[config.mk]
export PLATFORM = sky130hd
export DESIGN_NAME = voice_allocator_oldest_steal
export DESIGN_NICKNAME = d
export VERILOG_FILES = /design/src/rtl/vas_pkg.sv /design/src/rtl/vas_ctrl.sv /design/src/rtl/vas_dp.sv /design/src/rtl/voice_allocator_oldest_steal.sv
export SDC_FILE = /design/constraint.sdc
export NUM_CORES = 2
export LEC_CHECK = 0
export BUFFER_PORTS_ARGS = -buffer_cell sky130_fd_sc_hd__buf_2
export CAP_MARGIN = 20
export CORE_MARGIN = 2
export CORE_UTILIZATION = 64
export DETAILED_ROUTE_END_ITERATION = 8
export PLACE_DENSITY = 0.82
export SLEW_MARGIN = 20
export SYNTH_ARGS = -nofsm -noshare
export SYNTH_HDL_FRONTEND = slang
export SYNTH_SLANG_ARGS = --single-unit
[constraint.sdc]
create_clock -name clk -period 6.15 [get_ports clk]
set_input_delay 0.3075 -clock clk [delete_from_list [all_inputs] [get_ports clk]]
set_output_delay 0.3075 -clock clk [all_outputs]
set_load 0.005 [all_outputs]
[src/rtl/vas_pkg.sv]
package vas_pkg;

  localparam int VOICES_DEFAULT = 16;

  localparam int CMD_W = 2;
  localparam int NOTE_W = 7;
  localparam int VEL_W = 7;
  localparam int AGE_W = 32;
  localparam int REL_W = 16;
  localparam int IDX_OUT_W = 4;
  localparam int ACT_W = 3;
  localparam int CNT_OUT_W = 5;

  localparam int CFG_AW = 1;
  localparam int CFG_DW = 16;

  localparam int S_TDATA_W = 16;
  localparam int M_TDATA_W = 24;

  localparam logic [CFG_AW-1:0] REG_MONO_MODE = 1'd0;
  localparam logic [CFG_AW-1:0] REG_RELEASE_SAMPLES = 1'd1;

  localparam logic [REL_W-1:0] RELEASE_RESET = 16'd441;

  localparam logic [CMD_W-1:0] CMD_TICK = 2'd0;
  localparam logic [CMD_W-1:0] CMD_NOTE_ON = 2'd1;
  localparam logic [CMD_W-1:0] CMD_NOTE_OFF = 2'd2;
  localparam logic [CMD_W-1:0] CMD_ALL_OFF = 2'd3;

  localparam logic [ACT_W-1:0] ACT_NONE = 3'd0;
  localparam logic [ACT_W-1:0] ACT_START_FREE = 3'd1;
  localparam logic [ACT_W-1:0] ACT_START_STOLEN = 3'd2;
  localparam logic [ACT_W-1:0] ACT_LEGATO = 3'd3;
  localparam logic [ACT_W-1:0] ACT_RELEASED = 3'd4;
  localparam logic [ACT_W-1:0] ACT_ALL_RELEASED = 3'd5;
  localparam logic [ACT_W-1:0] ACT_TICK = 3'd6;

  localparam logic [1:0] MODE_IDLE = 2'd0;
  localparam logic [1:0] MODE_PLAYING = 2'd1;
  localparam logic [1:0] MODE_RELEASING = 2'd2;

  typedef struct packed {
    logic load_in;
    logic search_step;
    logic apply;
    logic count_step;
    logic load_out;
  } vas_cmd_t;

  typedef struct packed {
    logic scan_last;
  } vas_stat_t;

endpackage

[src/rtl/vas_ctrl.sv]
module vas_ctrl (
  input  logic           clk,
  input  logic           rst,
  input  logic           in_valid,
  output logic           in_ready,
  output logic           out_valid,
  input  logic           out_ready,
  output vas_pkg::vas_cmd_t  cmd,
  input  vas_pkg::vas_stat_t stat
);
  import vas_pkg::*;

  typedef enum logic [2:0] {
    S_IDLE,
    S_SEARCH,
    S_APPLY,
    S_COUNT,
    S_DONE
  } state_t;

  state_t state;
  logic   out_free;

  assign out_free = !out_valid || out_ready;
  assign in_ready = (state == S_IDLE);

  always_comb begin
    cmd = '0;
    cmd.load_in = (state == S_IDLE) && in_valid;
    cmd.search_step = (state == S_SEARCH);
    cmd.apply = (state == S_APPLY);
    cmd.count_step = (state == S_COUNT);
    cmd.load_out = (state == S_DONE) && out_free;
  end

  always_ff @(posedge clk) begin
    if (rst) begin
      state <= S_IDLE;
      out_valid <= 1'b0;
    end else begin
      if (cmd.load_out) begin
        out_valid <= 1'b1;
      end else if (out_ready) begin
        out_valid <= 1'b0;
      end
      case (state)
        S_IDLE: begin
          if (in_valid) begin
            state <= S_SEARCH;
          end
        end
        S_SEARCH: begin
          if (stat.scan_last) begin
            state <= S_APPLY;
          end
        end
        S_APPLY: begin
          state <= S_COUNT;
        end
        S_COUNT: begin
          if (stat.scan_last) begin
            state <= S_DONE;
          end
        end
        S_DONE: begin
          if (out_free) begin
            state <= S_IDLE;
          end
        end
        default: begin
          state <= S_IDLE;
        end
      endcase
    end
  end

endmodule

[src/rtl/vas_dp.sv]
module vas_dp #(
  parameter int VOICES = vas_pkg::VOICES_DEFAULT
) (
  input  logic                             clk,
  input  logic                             rst,
  input  vas_pkg::vas_cmd_t                cmd,
  output vas_pkg::vas_stat_t               stat,
  input  logic                             cfg_we,
  input  logic [vas_pkg::CFG_AW-1:0]       cfg_addr,
  input  logic [vas_pkg::CFG_DW-1:0]       cfg_wdata,
  input  logic [vas_pkg::CMD_W-1:0]        in_cmd,
  input  logic [vas_pkg::NOTE_W-1:0]       in_note,
  input  logic [vas_pkg::VEL_W-1:0]        in_velocity,
  output logic [vas_pkg::IDX_OUT_W-1:0]    voice_index,
  output logic [vas_pkg::ACT_W-1:0]        action,
  output logic [vas_pkg::VEL_W-1:0]        voice_velocity,
  output logic [vas_pkg::CNT_OUT_W-1:0]    active_voices,
  output logic [vas_pkg::CNT_OUT_W-1:0]    voices_idled
);
  import vas_pkg::*;

  localparam int IW = $clog2(VOICES);
  localparam int CW = $clog2(VOICES + 1);

  logic             mono_mode;
  logic [REL_W-1:0] release_samples;

  logic [CMD_W-1:0]  cmd_r;
  logic [NOTE_W-1:0] note_r;
  logic [VEL_W-1:0]  vel_r;

  logic [1:0]        mode [VOICES];
  logic [NOTE_W-1:0] note [VOICES];
  logic [VEL_W-1:0]  vel [VOICES];
  logic [AGE_W-1:0]  age [VOICES];
  logic [REL_W-1:0]  rel [VOICES];
  logic              idled [VOICES];

  logic [IW-1:0]    scan_idx;
  logic             idle_found;
  logic [IW-1:0]    idle_idx;
  logic             match_found;
  logic [IW-1:0]    match_idx;
  logic [VEL_W-1:0] match_vel;
  logic [IW-1:0]    old_idx;
  logic [AGE_W-1:0] old_age;
  logic [CW-1:0]    cnt_act;
  logic [CW-1:0]    cnt_idl;

  logic [IW-1:0]    res_idx;
  logic [ACT_W-1:0] res_act;
  logic [VEL_W-1:0] res_vel;

  logic [1:0]        rd_mode;
  logic [NOTE_W-1:0] rd_note;
  logic [VEL_W-1:0]  rd_vel;
  logic [AGE_W-1:0]  rd_age;
  logic              rd_idled;

  logic             on_en;
  logic             off_en;
  logic [IW-1:0]    tgt;
  logic [ACT_W-1:0] ap_act;
  logic [VEL_W-1:0] ap_vel;

  logic [IW+IDX_OUT_W-1:0] idx_wide;
  logic [CW+CNT_OUT_W-1:0] act_wide;
  logic [CW+CNT_OUT_W-1:0] idl_wide;

  assign stat.scan_last = (scan_idx == IW'(VOICES - 1));

  assign rd_mode = mode[scan_idx];
  assign rd_note = note[scan_idx];
  assign rd_vel = vel[scan_idx];
  assign rd_age = age[scan_idx];
  assign rd_idled = idled[scan_idx];

  always_ff @(posedge clk) begin
    if (rst) begin
      mono_mode <= 1'b0;
      release_samples <= RELEASE_RESET;
    end else if (cfg_we) begin
      case (cfg_addr)
        REG_MONO_MODE: mono_mode <= cfg_wdata[0];
        REG_RELEASE_SAMPLES: release_samples <= cfg_wdata[REL_W-1:0];
        default: ;
      endcase
    end
  end

  always_ff @(posedge clk) begin
    if (cmd.load_in) begin
      cmd_r <= in_cmd;
      note_r <= in_note;
      vel_r <= in_velocity;
    end
  end

  always_ff @(posedge clk) begin
    if (rst) begin
      scan_idx <= '0;
    end else if (cmd.load_in) begin
      scan_idx <= '0;
    end else if (cmd.search_step || cmd.count_step) begin
      scan_idx <= stat.scan_last ? '0 : scan_idx + 1'b1;
    end
  end

  always_ff @(posedge clk) begin
    if (cmd.load_in) begin
      idle_found <= 1'b0;
      idle_idx <= '0;
      match_found <= 1'b0;
      match_idx <= '0;
      match_vel <= '0;
      old_idx <= '0;
      old_age <= '0;
      cnt_act <= '0;
      cnt_idl <= '0;
    end else begin
      if (cmd.search_step) begin
        if (rd_mode == MODE_IDLE && !idle_found) begin
          idle_found <= 1'b1;
          idle_idx <= scan_idx;
        end
        if (rd_mode == MODE_PLAYING && rd_note == note_r && !match_found) begin
          match_found <= 1'b1;
          match_idx <= scan_idx;
          match_vel <= rd_vel;
        end
        if (rd_age > old_age) begin
          old_idx <= scan_idx;
          old_age <= rd_age;
        end
      end
      if (cmd.count_step) begin
        cnt_act <= cnt_act + CW'(rd_mode != MODE_IDLE);
        cnt_idl <= cnt_idl + CW'(rd_idled);
      end
    end
  end

  always_comb begin
    on_en = 1'b0;
    off_en = 1'b0;
    tgt = '0;
    ap_act = ACT_NONE;
    ap_vel = '0;
    case (cmd_r)
      CMD_TICK: begin
        ap_act = ACT_TICK;
      end
      CMD_NOTE_ON: begin
        on_en = 1'b1;
        ap_vel = vel_r;
        if (mono_mode) begin
          ap_act = (mode[0] == MODE_PLAYING) ? ACT_LEGATO : ACT_START_FREE;
        end else if (idle_found) begin
          tgt = idle_idx;
          ap_act = ACT_START_FREE;
        end else begin
          tgt = old_idx;
          ap_act = ACT_START_STOLEN;
        end
      end
      CMD_NOTE_OFF: begin
        if (mono_mode) begin
          if (mode[0] == MODE_PLAYING) begin
            off_en = 1'b1;
            ap_act = ACT_RELEASED;
            ap_vel = vel[0];
          end
        end else if (match_found) begin
          off_en = 1'b1;
          tgt = match_idx;
          ap_act = ACT_RELEASED;
          ap_vel = match_vel;
        end
      end
      CMD_ALL_OFF: begin
        ap_act = ACT_ALL_RELEASED;
      end
      default: ;
    endcase
  end

  always_ff @(posedge clk) begin
    if (cmd.apply) begin
      res_idx <= tgt;
      res_act <= ap_act;
      res_vel <= ap_vel;
    end
  end

  for (genvar i = 0; i < VOICES; i++) begin : g_lane
    always_ff @(posedge clk) begin
      if (rst) begin
        mode[i] <= MODE_IDLE;
        idled[i] <= 1'b0;
      end else if (cmd.apply) begin
        idled[i] <= 1'b0;
        case (cmd_r)
          CMD_TICK: begin
            if (mode[i] != MODE_IDLE) begin
              if (age[i] != '1) begin
                age[i] <= age[i] + 1'b1;
              end
              if (mode[i] == MODE_RELEASING) begin
                if (rel[i] <= REL_W'(1)) begin
                  rel[i] <= '0;
                  mode[i] <= MODE_IDLE;
                  idled[i] <= 1'b1;
                end else begin
                  rel[i] <= rel[i] - 1'b1;
                end
              end
            end
          end
          CMD_NOTE_ON: begin
            if (on_en && tgt == IW'(i)) begin
              mode[i] <= MODE_PLAYING;
              note[i] <= note_r;
              vel[i] <= vel_r;
              age[i] <= '0;
              rel[i] <= '0;
            end
          end
          CMD_NOTE_OFF: begin
            if (off_en && tgt == IW'(i)) begin
              mode[i] <= MODE_RELEASING;
              rel[i] <= release_samples;
            end
          end
          CMD_ALL_OFF: begin
            if (mode[i] == MODE_PLAYING) begin
              mode[i] <= MODE_RELEASING;
              rel[i] <= release_samples;
            end
          end
          default: ;
        endcase
      end
    end
  end

  assign idx_wide = (IW + IDX_OUT_W)'(res_idx);
  assign act_wide = (CW + CNT_OUT_W)'(cnt_act);
  assign idl_wide = (CW + CNT_OUT_W)'(cnt_idl);

  always_ff @(posedge clk) begin
    if (cmd.load_out) begin
      voice_index <= idx_wide[IDX_OUT_W-1:0];
      action <= res_act;
      voice_velocity <= res_vel;
      active_voices <= act_wide[CNT_OUT_W-1:0];
      voices_idled <= idl_wide[CNT_OUT_W-1:0];
    end
  end

endmodule

[src/rtl/voice_allocator_oldest_steal.sv]
// Each input beat takes two passes over the voice registers through one shared scan
// port: a search pass before the update and a counting pass after it. A new input beat
// is taken only once the previous result has been loaded into the output register.
// Reset (rst, synchronous): all voices idle, mono_mode 0, release_samples 441,
// no result pending.
module voice_allocator_oldest_steal #(
  parameter int VOICES = vas_pkg::VOICES_DEFAULT
) (
  input  logic                           clk,
  input  logic                           rst,
  input  logic                           cfg_we,
  input  logic [vas_pkg::CFG_AW-1:0]     cfg_addr,
  input  logic [vas_pkg::CFG_DW-1:0]     cfg_wdata,
  input  logic                           s_axis_tvalid,
  output logic                           s_axis_tready,
  // note[6:0], velocity[13:7], zero fill [15:14]
  input  logic [vas_pkg::S_TDATA_W-1:0]  s_axis_tdata,
  // cmd[1:0]
  input  logic [vas_pkg::CMD_W-1:0]      s_axis_tuser,
  output logic                           m_axis_tvalid,
  input  logic                           m_axis_tready,
  // voice_index[3:0], voice_velocity[10:4], active_voices[15:11],
  // voices_idled[20:16], zero fill [23:21]
  output logic [vas_pkg::M_TDATA_W-1:0]  m_axis_tdata,
  // action[2:0]
  output logic [vas_pkg::ACT_W-1:0]      m_axis_tuser
);
  import vas_pkg::*;

  vas_cmd_t  cmd;
  vas_stat_t stat;

  logic [IDX_OUT_W-1:0] voice_index;
  logic [VEL_W-1:0]     voice_velocity;
  logic [CNT_OUT_W-1:0] active_voices;
  logic [CNT_OUT_W-1:0] voices_idled;

  vas_ctrl u_ctrl (
    .clk       (clk),
    .rst       (rst),
    .in_valid  (s_axis_tvalid),
    .in_ready  (s_axis_tready),
    .out_valid (m_axis_tvalid),
    .out_ready (m_axis_tready),
    .cmd       (cmd),
    .stat      (stat)
  );

  vas_dp #(
    .VOICES (VOICES)
  ) u_dp (
    .clk            (clk),
    .rst            (rst),
    .cmd            (cmd),
    .stat           (stat),
    .cfg_we         (cfg_we),
    .cfg_addr       (cfg_addr),
    .cfg_wdata      (cfg_wdata),
    .in_cmd         (s_axis_tuser),
    .in_note        (s_axis_tdata[NOTE_W-1:0]),
    .in_velocity    (s_axis_tdata[NOTE_W+VEL_W-1:NOTE_W]),
    .voice_index    (voice_index),
    .action         (m_axis_tuser),
    .voice_velocity (voice_velocity),
    .active_voices  (active_voices),
    .voices_idled   (voices_idled)
  );

  assign m_axis_tdata = {3'b000, voices_idled, active_voices, voice_velocity, voice_index};

`ifndef SYNTHESIS
  a_no_early_result: assert property (@(posedge clk) disable iff (rst)
    s_axis_tvalid && s_axis_tready |=> !$rose(m_axis_tvalid))
    else $error("result beat rose right after an input beat");

  a_action_code: assert property (@(posedge clk) disable iff (rst)
    m_axis_tvalid |-> m_axis_tuser != 3'd7)
    else $error("undefined action code on result beat");

  a_tick_no_voice: assert property (@(posedge clk) disable iff (rst)
    m_axis_tvalid && (m_axis_tuser == ACT_TICK || m_axis_tuser == ACT_ALL_RELEASED)
      |-> m_axis_tdata[3:0] == 4'd0 && m_axis_tdata[10:4] == 7'd0)
    else $error("tick or all-off beat carries a voice");

  a_idled_only_on_tick: assert property (@(posedge clk) disable iff (rst)
    m_axis_tvalid && m_axis_tuser != ACT_TICK |-> m_axis_tdata[20:16] == 5'd0)
    else $error("voices idled outside a tick");
`endif

endmodule
==> run metrics <==
Clock Skew 0.0347 ns; end point of the critical path u_dp.old_idx[2]; total number of nets in the final design ~5600; Power Total roughly 17 mW; distinct cell type count after synthesis just under 70; top routing layer used met5; highest clock frequency the design can meet 0.205 GHz; # Post-CTS Setup Buffers 0; kind of end point of the critical path flop; max_slew headroom 0.254; share of final-layout standard cells stronger than drive strength 1 0.119; length of routed wiring on met1 62.3 mm; Reg2Reg Setup Slack 1.26 ns; number of vias in the routed layout between 40000 and 50000; global-route wire length before repair between 200 and 300 mm; category of the critical setup timing path flop to flop; first-pass iteration count of the detailed router 6; DR iter-0 viols about 6400; CP max FO between 40 and 50; cell at the root of the clock tree sky130_fd_sc_hd__clkbuf_16; count of clock tree sinks 1186; die outline height between 300 and 400 um; number of hold violations in the final report 0; dpl cells around 6600; final setup violating endpoints 0; Detail Placement HPWL between 100 and 150 mm; Post-route DRC 0; pin count of the biggest net entering global routing 67; startpoint kind of the worst setup timing path flop; GRT Total Usage 0.332; critical path's most frequent cell sky130_fd_sc_hd__mux4_2; vias in the first global route 43800; asr flop ratio synth 0; run status completed; max-slew violation count 0; mean post-synth cell area 11.5 um^2; routed wire length 168 mm; worst endpoint required time 6.75 ns; total length of routed met2 wires 76.8 mm; buffers added on ports 63; crit path DAT 5.48 ns; maximum cell stage delay along the critical path 0.82 ns; routed wl met3 18.0 mm; Post-Synthesis Cell Area 62500 um^2; most frequent standard cell in the layout excluding fill and tap cells sky130_fd_sc_hd__edfxtp_1; area overhead of the layout relative to synthesis 10.0%; power per unit of standard cell area 246 nW/um^2; largest buffer count on any clock path 3; core region area 96700 um^2; Most used DFF post-synth sky130_fd_sc_hd__edfxtp_1; Tightest Pin Transition 1.11 ns; worst-path cell chain buf_12, mux4_2, mux4_2, ha_1, nand4_1, nor4_1, nand2_1, a21oi_1, nand4b_1, and2_1, buf_4, o21ai_0; non-filler instance count after layout 6866; TritonCTS clock tree yes; Clock H-tree levels 3; leakage power figure between 20 and 25 nW; clock slew at the register clock pins of the worst setup and hold paths ~0.06 ns; path category of the worst min-delay check input port to flop; EDFF count, synth 1062; horizontal die dimension 317 um; number of maximum-capacitance violations 0; number of cells upsized or downsized after cts 0; Mapped Cells 5418; detail-routed net length per standard cell 24.4 um; Rows 114; proportion of synthesized chip area in sequential cells 0.550; worst r2r path cells 12; count of antenna-violating nets left after detailed routing 0; terminus of the critical flop-to-flop path u_dp.old_idx[2]; Initial Utilization 0.647; clock latency at the later pin of the worst-skew pair ~0.74 ns; unrepaired setup endpoints after global routing false; Min Clock Period, post-route 4.89 ns; number of warnings reported in the yosys synthesis log 0; maximum vdd ir drop 306 uV; master of the slowest instance on the critical path sky130_fd_sc_hd__dfxtp_4; count of boundary I/O pins 69; register bit count reported by yosys roughly 1200; antenna violations before repair 3; DR vias/cell 6.64; routability congestion estimate 0.932; clock buffers created by TritonCTS 119; number of hold buffers added after cts 33; period utilization 0.794; leading cell types in the layout, fill and taps excluded sky130_fd_sc_hd__edfxtp_1 (1062), sky130_fd_sc_hd__nor2_1 (731), sky130_fd_sc_hd__nand2_1 (599); total negative slack 0 ns; die footprint 100000 um^2; global route overflow 0
==> critical path, delay by kind of cell, from the launching register on <==
family                   cells  cell delay (ns)
AO/OA/AOI/OAI                2             0.41
adder cells (fa/ha/maj)      1             0.33
buffers and inverters        2             0.74
flip-flops                   1             0.82
multiplexers                 2             1.06
AND/OR/NAND/NOR              5             1.29
==> layer usage <==
layer,GRT usage,vias up
met5,0,-
met4,0.183,6
met3,0.0610,545
met2,0.514,2845
met1,0.449,22200
li1,-,19900
==> report_power, final <==
group | switching [mW] | leakage [nW] | total, mW | internal (mW)
Combinational | 0.367 | 10.8 | 0.622 | 0.255
Clock | 3.25 | 1.96 | 7.51 | 4.27
Sequential | 0.0753 | 11.3 | 8.81 | 8.74
Total | 3.69 | 24.1 | 16.9 | 13.3
==> worst min path at each step <==
stage	startpoint	endpoint	slack, ns	cells past startpoint
after floorplan	u_dp.res_act[0]	u_dp.action[0]	0.40	0
after global placement	u_dp.res_act[0]	u_dp.action[0]	0.41	0
after detailed placement	u_dp.res_vel[6]	u_dp.voice_velocity[6]	0.41	0
after CTS	m_axis_tready	u_ctrl.state[2]	0.007	4
after global routing	m_axis_tready	u_ctrl.state[2]	0.04	4
final	m_axis_tready	u_ctrl.state[2]	0.03	4
==> synthesized netlist by cell type, types with 10 or more instances <==
cell	count	share of area
sky130_fd_sc_hd__a21oi_1	86	0.0069
sky130_fd_sc_hd__nand3_1	272	0.022
sky130_fd_sc_hd__dfxtp_1	124	0.040
sky130_fd_sc_hd__nor3_1	127	0.010
sky130_fd_sc_hd__inv_1	115	0.0069
sky130_fd_sc_hd__o21ai_1	102	0.0082
sky130_fd_sc_hd__o211ai_1	10	0.0012
sky130_fd_sc_hd__clkbuf_1	184	0.011
sky130_fd_sc_hd__nor2b_1	50	0.0050
sky130_fd_sc_hd__edfxtp_1	1062	0.51
sky130_fd_sc_hd__or4_1	30	0.0036
sky130_fd_sc_hd__and2_1	23	0.0023
sky130_fd_sc_hd__buf_1	18	0.0011
sky130_fd_sc_hd__o31ai_1	61	0.0073
sky130_fd_sc_hd__and4_1	41	0.0057
sky130_fd_sc_hd__xnor2_1	292	0.041
sky130_fd_sc_hd__a31oi_1	11	0.0011
sky130_fd_sc_hd__nand2_1	599	0.036
sky130_fd_sc_hd__nor2_1	738	0.044
sky130_fd_sc_hd__ha_1	90	0.018
sky130_fd_sc_hd__nand2b_1	18	0.0018
sky130_fd_sc_hd__mux2i_1	40	0.0064
sky130_fd_sc_hd__buf_2	38	0.0030
sky130_fd_sc_hd__o21ai_0	165	0.013
sky130_fd_sc_hd__or2_2	30	0.0030
sky130_fd_sc_hd__nor4_1	75	0.0075
sky130_fd_sc_hd__and3_1	106	0.011
sky130_fd_sc_hd__mux4_2	235	0.085
sky130_fd_sc_hd__or3_1	54	0.0054
sky130_fd_sc_hd__xor2_1	387	0.054
sky130_fd_sc_hd__nand4_1	92	0.0092
sky130_fd_sc_hd__a21o_1	32	0.0038
==> registers in the layout, summed over array words and instances, names as in the netlist, 4 cells and up, named ones only <==
| register | count |
|---|---|
| u_dp.age | 512 |
| u_dp.rel | 256 |
| u_dp.note | 112 |
| u_dp.vel | 112 |
| u_dp.mode | 32 |
| u_dp.old_age | 32 |
| u_dp.idled | 16 |
| u_dp.release_samples | 16 |
| u_dp.match_vel | 7 |
| u_dp.note_r | 7 |
| u_dp.res_vel | 7 |
| u_dp.vel_r | 7 |
| u_dp.voice_velocity | 7 |
| u_dp.active_voices | 5 |
| u_dp.cnt_act | 5 |
| u_dp.cnt_idl | 5 |
| u_dp.voices_idled | 5 |
| u_dp.idle_idx | 4 |
| u_dp.match_idx | 4 |
| u_dp.old_idx | 4 |
| u_dp.res_idx | 4 |
| u_dp.scan_idx | 4 |
| u_dp.voice_index | 4 |
==> cell families (layout without fill, tap and decap cells) <==
family / count (synthesis) / in the layout / synth area share
and+or+nand+nor: 2279 / 2279 / 0.170
DFF: 1186 / 1186 / 0.550
xor gates and xnor gates: 679 / 679 / 0.0951
AOI/OAI and AO/OA: 537 / 537 / 0.0520
buffers and inverters: 370 / 539 / 0.0240
muxes: 276 / 276 / 0.0912
adders and majority gates: 90 / 90 / 0.0180
other: 1 / 4 / 0.0000600
==> final cells by class <==
| type | instances | area (um^2) |
|---|---|---|
| timing repair buffer | 192 | 1410 |
| clock inverter | 77 | 842 |
| tap | 1276 | 1600 |
| multi-input combinational | 3864 | 27000 |
| fill | 6279 | 27900 |
| antenna | 1 | 2.50 |
| sequential | 1186 | 34400 |
| inverter | 119 | 447 |
| clock buffer | 151 | 3180 |
==> stage by stage <==
step	hold slack (ns)	setup slack, ns	util	area (um^2)
floorplan	0.400	1.41	-	62600
global route	0.0448	1.07	0.712	68800
finish	0.0344	1.26	0.712	68800
CTS	0.00665	1.29	0.711	68800
detailed placement	0.410	1.40	0.666	64400
global placement	0.408	1.46	0.666	64400
Note: power is estimated with default switching activity, not from simulation.
